## config.mk

```make
export PLATFORM = sky130hd
export DESIGN_NAME = sorted_value_table_unit
export DESIGN_NICKNAME = d
export VERILOG_FILES = /design/src/sv/svt_pkg.sv /design/src/sv/svt_cell.sv /design/src/sv/sorted_value_table_unit.sv
export SDC_FILE = /design/constraint.sdc
export NUM_CORES = 2
export LEC_CHECK = 0
export BUFFER_PORTS_ARGS = -buffer_cell sky130_fd_sc_hd__buf_2
export CORE_UTILIZATION = 40
export DETAILED_ROUTE_END_ITERATION = 8
export PLACE_DENSITY_LB_ADDON = 0.25
export SLEW_MARGIN = 20
export SYNTH_ARGS = -nofsm -noshare
export SYNTH_HDL_FRONTEND = slang
export SYNTH_SLANG_ARGS = --single-unit
```

## constraint.sdc

```tcl
create_clock -name clock -period 8.52 [get_ports clock]
set_input_delay 1.278 -clock clock [delete_from_list [all_inputs] [get_ports clock]]
set_output_delay 1.278 -clock clock [all_outputs]
set_load 0.005 [all_outputs]
```

## src/sv/svt_pkg.sv

```systemverilog
`timescale 1ns / 1ps

package svt_pkg;

   localparam int TableDepth = 16;
   localparam int CountWidth = $clog2(TableDepth + 1);
   localparam int ValueWidth = 32;
   localparam int EntryCountWidth = 5;

   typedef enum logic [1:0] {
      StInserted = 2'd0,
      StFull     = 2'd1,
      StDeleted  = 2'd2,
      StNotFound = 2'd3
   } status_type;

   typedef enum logic {
      ModeInsert = 1'b0,
      ModeDelete = 1'b1
   } mode_type;

   typedef struct packed {
      logic                         mode;
      logic signed [ValueWidth-1:0] value;
   } req_type;

   typedef struct packed {
      status_type                   status;
      logic [EntryCountWidth-1:0]   entry_count;
      logic signed [ValueWidth-1:0] smallest_value;
   } rsp_type;

   // broadcast to every cell
   typedef struct packed {
      logic                         apply;
      logic                         del;
      logic signed [ValueWidth-1:0] value;
   } cmd_type;

endpackage

```

## src/sv/svt_cell.sv

```systemverilog
`timescale 1ns / 1ps

module svt_cell
   import svt_pkg::*;
(
   input  logic                         clock,
   input  cmd_type                      cmd,
   input  logic                         valid,
   input  logic                         left_le,
   input  logic signed [ValueWidth-1:0] left_value,
   input  logic signed [ValueWidth-1:0] right_value,
   output logic                         le,
   output logic                         eq,
   output logic signed [ValueWidth-1:0] value_in,
   output logic signed [ValueWidth-1:0] stored_value
);

   logic signed [ValueWidth-1:0] value_ff;
   logic                         ge;

   assign le = valid && ($signed(value_ff) <= $signed(cmd.value));
   assign ge = valid && ($signed(value_ff) >= $signed(cmd.value));
   assign eq = valid && (value_ff == cmd.value);

   assign stored_value = value_ff;

   always_comb begin
      value_in = value_ff;
      if (cmd.apply) begin
         if (!cmd.del) begin
            // insert: slot after the last entry not above the value, larger ones move up
            if (!le) begin
               value_in = left_le ? cmd.value : left_value;
            end
         end else if (ge || !valid) begin
            // delete: from the first match on, entries move down
            value_in = right_value;
         end
      end
   end

   always_ff @(posedge clock) begin
      value_ff <= value_in;
   end

endmodule

```

## src/sv/sorted_value_table_unit.sv

```systemverilog
`timescale 1ns / 1ps

// sorted value table: up to 16 signed 32-bit entries held in ascending order
// request beat: req_payload.mode selects insert (0) or delete of the first equal entry (1),
//    req_payload.value is the operand
// response beat: rsp_payload.status, entry_count after the step, and the smallest entry
//    (zero when the table is empty); exactly one response per request
// every cell compares the operand in parallel and takes its own entry, the operand or its left
//    or right neighbor's entry, so the whole table updates in the cycle the request is accepted
// the response is registered and is valid in the cycle after the request beat
// throughput: one request per cycle while responses are taken
// a full response register with rsp_ready low holds req_ready low; the table does not change
//    until the pending response is taken or taken in the same cycle
// reset: entry count cleared, no response pending; entry storage is not cleared
//    since only entries below the count are ever read
module sorted_value_table_unit
   import svt_pkg::*;
(
   input  logic    clock,
   input  logic    reset,
   input  logic    req_valid,
   output logic    req_ready,
   input  req_type req_payload,
   output logic    rsp_valid,
   input  logic    rsp_ready,
   output rsp_type rsp_payload
);

   logic [CountWidth-1:0] count_ff, count_in;
   logic                  rsp_valid_ff, rsp_valid_in;
   rsp_type               rsp_payload_ff, rsp_payload_in;

   logic                         accept;
   logic                         is_del;
   logic                         full;
   logic                         found;
   cmd_type                      cmd;
   logic [TableDepth-1:0]        le_vec;
   logic [TableDepth-1:0]        eq_vec;
   logic [TableDepth-1:0]        valid_vec;
   logic signed [ValueWidth-1:0] next_value [TableDepth];
   logic signed [ValueWidth-1:0] cur_value  [TableDepth];

   assign req_ready = !rsp_valid_ff || rsp_ready;
   assign accept    = req_valid && req_ready;
   assign is_del    = (req_payload.mode == ModeDelete);
   assign full      = (count_ff == CountWidth'(TableDepth));
   assign found     = |eq_vec;

   assign cmd.apply = accept && (is_del ? found : !full);
   assign cmd.del   = is_del;
   assign cmd.value = req_payload.value;

   genvar g;
   generate
      for (g = 0; g < TableDepth; g++) begin : g_cell
         logic                         left_le;
         logic signed [ValueWidth-1:0] left_value;
         logic signed [ValueWidth-1:0] right_value;

         assign valid_vec[g] = (CountWidth'(g) < count_ff);

         if (g == 0) begin : g_first
            assign left_le    = 1'b1;
            assign left_value = '0;
         end else begin : g_mid
            assign left_le    = le_vec[g-1];
            assign left_value = cur_value[g-1];
         end

         if (g == TableDepth - 1) begin : g_last
            assign right_value = '0;
         end else begin : g_inner
            assign right_value = cur_value[g+1];
         end

         svt_cell u_cell (
            .clock        (clock),
            .cmd          (cmd),
            .valid        (valid_vec[g]),
            .left_le      (left_le),
            .left_value   (left_value),
            .right_value  (right_value),
            .le           (le_vec[g]),
            .eq           (eq_vec[g]),
            .value_in     (next_value[g]),
            .stored_value (cur_value[g])
         );
      end
   endgenerate

   always_comb begin
      count_in = count_ff;
      if (cmd.apply) begin
         count_in = is_del ? count_ff - CountWidth'(1) : count_ff + CountWidth'(1);
      end

      rsp_valid_in = rsp_valid_ff;
      if (rsp_ready) begin
         rsp_valid_in = 1'b0;
      end
      if (accept) begin
         rsp_valid_in = 1'b1;
      end

      rsp_payload_in = rsp_payload_ff;
      if (accept) begin
         if (is_del) begin
            rsp_payload_in.status = found ? StDeleted : StNotFound;
         end else begin
            rsp_payload_in.status = full ? StFull : StInserted;
         end
         rsp_payload_in.entry_count    = EntryCountWidth'(count_in);
         rsp_payload_in.smallest_value = (count_in != '0) ? next_value[0] : '0;
      end
   end

   always_ff @(posedge clock) begin
      if (reset) begin
         count_ff     <= '0;
         rsp_valid_ff <= 1'b0;
      end else begin
         count_ff     <= count_in;
         rsp_valid_ff <= rsp_valid_in;
      end
      rsp_payload_ff <= rsp_payload_in;
   end

   assign rsp_valid   = rsp_valid_ff;
   assign rsp_payload = rsp_payload_ff;

endmodule

```

==> flow_metrics.tcl <==
set metrics [dict create \
    vias 34710 \
    cts.clk_slew.worst_paths_ns 0.06 \
    crit_fanout 22 \
    worstSetupPathType "input pin to flop" \
    cts_htree_levels 3 \
    power.leakage_nw 18.15 \
    max_freq_mhz 152.5 \
    fp-row-count 116 \
    ys_seq_area_frac 0.4019 \
    timing.rr.start "g_cell[6].u_cell.stored_value[24]" \
    async_flop_share 0 \
    cap_violations 0 \
    vdd_drop_max_v 0.0001238 \
    gp_congestion 1.005 \
    r2r_setup_slack_ns 2.92 \
    track_usage 0.3039 \
    numCtsBuffers 69 \
    clock_path_buffers 3 \
    wl_per_cell_um 29.45 \
    ys_warn_count 0 \
    ant_nets 0 \
    period_needed_ns 6.558 \
    clkLatencyLatePin_ns 0.65 \
    final_nets 4558 \
    path_cells "buf_2 -> inv_1 -> ha_1 -> nand4_1 -> nor4_1 -> nand4_1 -> a21oi_1 -> nor4_1 -> nand2_1 -> nand2_2 -> buf_4 -> nor2_4 -> buf_4" \
    wl_um 159500 \
    ios 78 \
    hold_end "g_cell[0].u_cell.stored_value[18]" \
    period_share 0.7698 \
    drt-vias-per-instance 6.407 \
    grt-ovfl-total 0 \
    hp-start "g_cell[0].u_cell.stored_value[18]" \
    maxSlewViolCount 0 \
    cts_tree "built" \
    synthCells 4076 \
    areaGrowthSynthToFinish_pct 9.939 \
    syn_area_sq_mm 0.04068 \
    grt_pass1_wl_um 230100 \
    cp_top_family "simple AND/OR/NAND/NOR gates" \
    start_util 0.4050 \
    dieHeight_um 320.9 \
    ys.flop_type "edfxtp_1" \
    crit_path_start_kind "input pin" \
    grt_start_max_net_pins 215 \
    hold_viol 0 \
    clock_sinks 557 \
    cp_slowest_cell "nor4_1" \
    r2r-end "g_cell[4].u_cell.stored_value[4]" \
    clockRootBuffer "clkbuf_16" \
    hold_class "flop to flop" \
    cts-resized-gates 0 \
    setup_tns_ns 0 \
    status "completed" \
    arrival_ns 6.86 \
    die_w_um 320.9 \
    reg2regPathDepth 11 \
    synth_edf_count 519 \
    postCtsHoldBufs 0 \
    rsz0062_at_grt "no" \
    synth_cell_types 80 \
    tightestPinTransition_ns 1.177 \
    fillerInstances 9692 \
    slew_headroom 0.2084 \
    fin_skew_ns 0.03033 \
    antenna_found_initial 5 \
    p_per_area_mw_per_mm2 192.2 \
    die_area_sq_mm 0.1030 \
    placedInstanceArea_sq_mm 0.04245 \
    syn_nets 4629 \
    setup_violations 0 \
    drtIter0Drc 4049 \
    fin_area_sq_mm 0.04472 \
    post-dp-hpwl_um 120900 \
    core-area_sq_mm 0.1004 \
    hold_depth 2 \
    io_buffer_count 77 \
    cp.required_ns 8.82 \
    postCtsSetupBuffers 0 \
    syn_avg_cell_area_sq_um 9.979 \
    worst-path-buf-inv 4 \
    drc 0 \
    cp_slowest_stage_delay_ns 0.83 \
    grt_pass1_vias 32690 \
    ys_ff_latch 557 \
    end_kind "flop" \
    drive_gt1_frac 0.08755 \
    drtPass1Iterations 6 \
]
stage by stage:
stage,power (W),instances,util,hold WS [ns],setup slack (ns)
5_1_grt,0.008901,5413,0.4451,0.5262,1.613
4_1_cts,0.008568,5409,0.4443,0.4974,1.887
6_report,0.008594,5417,0.4452,0.4925,1.962
3_3_place_gp,0.005600,5287,0.4224,0.4843,1.300
3_5_place_dp,0.005628,5288,0.4226,0.4891,1.239
2_1_floorplan,0.004864,4076,-,0.4569,2.119
state kept, by name, indices dropped and copies added (netlist names):
signal and cells:
count_ff 5, g_cell.u_cell.stored_value 512, rsp_valid 1, rsp_payload 39
kinds of logic after synthesis:
group / after synthesis / synth area share
xor gates and xnor gates: 4 / 0.0008615
adders and majority gates: 516 / 0.1587
buffers and inverters: 423 / 0.04147
muxes: 161 / 0.03962
DFF: 557 / 0.4019
and+or+nand+nor: 1285 / 0.1574
AOI/OAI and AO/OA: 1130 / 0.2001
how the worst max path moves through the flow:
stage | depth (start not counted) | startpoint | end | slack (ns)
2_1_floorplan | 12 | req_payload[31] | g_cell[15].u_cell.stored_value[0] | 2.12
3_3_place_gp | 14 | req_payload[29] | g_cell[4].u_cell.stored_value[5] | 1.30
3_5_place_dp | 14 | req_payload[29] | rsp_payload[8] | 1.24
5_1_grt | 13 | req_payload[22] | rsp_payload[2] | 1.61
4_1_cts | 14 | req_payload[29] | rsp_payload[8] | 1.89
6_report | 13 | req_payload[29] | g_cell[4].u_cell.stored_value[4] | 1.96
where the power goes:
part / internal [W] / leakage [nW] / switching [W]
Clock: 0.00167 / 1.08 / 0.00130
Combinational: 0.000723 / 11.9 / 0.00133
Sequential: 0.00332 / 5.22 / 0.000248
layer usage:
layer / part of all wire / vias up / track usage
met5: 0 / - / 0
li1: - / 15690 / -
met2: 0.45 / 1682 / 0.4782
met3: 0.069 / 379 / 0.03816
met4: 0.075 / 0 / 0.2001
met1: 0.41 / 16950 / 0.3930
layout make-up:
class / instances / area [sq um] / share of cell area
Multi-Input combinational cell: 3096 / 22960 / 0.5134
Inverter: 131 / 496.7 / 0.01111
Clock inverter: 28 / 190.2 / 0.004253
Tap cell: 1357 / 1698 / 0.03797
Sequential cell: 557 / 16350 / 0.3655
Timing Repair Buffer: 150 / 1032 / 0.02308
Antenna cell: 5 / 12.51 / 0.0002798
Clock buffer: 93 / 1983 / 0.04435
synthesized netlist by cell type, types with 7 or more instances:
master	n	area, sq um
clkbuf_1	221	829.6
or2_2	9	56.30
mux2i_1	161	1612
buf_1	26	97.59
nand2b_1	16	100.1
o21a_1	29	217.7
nor2b_1	72	450.4
buf_2	37	185.2
a211oi_1	46	345.3
a21oi_1	229	1146
a211o_1	39	341.6
o221ai_2	32	480.5
a21o_1	153	1149
a22o_1	32	280.3
nor2_1	222	833.3
a22oi_1	32	240.2
nor3_1	119	595.6
nor4_1	26	162.7
o21ai_0	214	1071
o21bai_1	8	60.06
nand4_1	120	750.7
dfxtp_1	38	760.7
o211ai_1	16	120.1
nor3b_1	94	705.7
nand3_2	18	180.2
a32oi_1	34	297.8
o31ai_1	36	270.3
edfxtp_1	519	15580
nand2_1	386	1449
nand3_1	165	825.8
a221o_1	95	950.9
ha_1	516	6456
o221ai_1	71	621.9
inv_1	131	491.7
a31oi_1	7	43.79
worst register-to-register path, stage by stage, from the launching register on:
cell,delay [ns]
edfxtp_1,0.48
ha_1,0.35
nand4_1,0.24
nor4_1,0.83
nand4_1,0.58
a21oi_1,0.50
nor4_1,0.14
nand2_1,0.61
nand2_2,0.07
buf_4,0.32
nor2_4,0.68
buf_4,0.43
placed cells by master (no fill, tap or decap), types with 18 or more instances in the layout:
cell type,n
a32oi_1,34
nor4_1,24
a211oi_1,46
o21ai_0,212
buf_2,76
o221ai_2,32
nand3_1,165
nor3b_1,94
nand4_1,120
o31ai_1,36
a21o_1,153
o21a_1,29
buf_4,67
nand2_1,383
o221ai_1,71
inv_1,129
clkbuf_16,74
nor3_1,118
nand3_2,18
a22o_1,32
a211o_1,39
a21oi_1,218
nor2b_1,72
ha_1,516
nor2_1,214
dfxtp_1,38
a221o_1,95
edfxtp_1,519
mux2i_1,161
a22oi_1,32
Note: power is estimated with default switching activity, not from simulation.
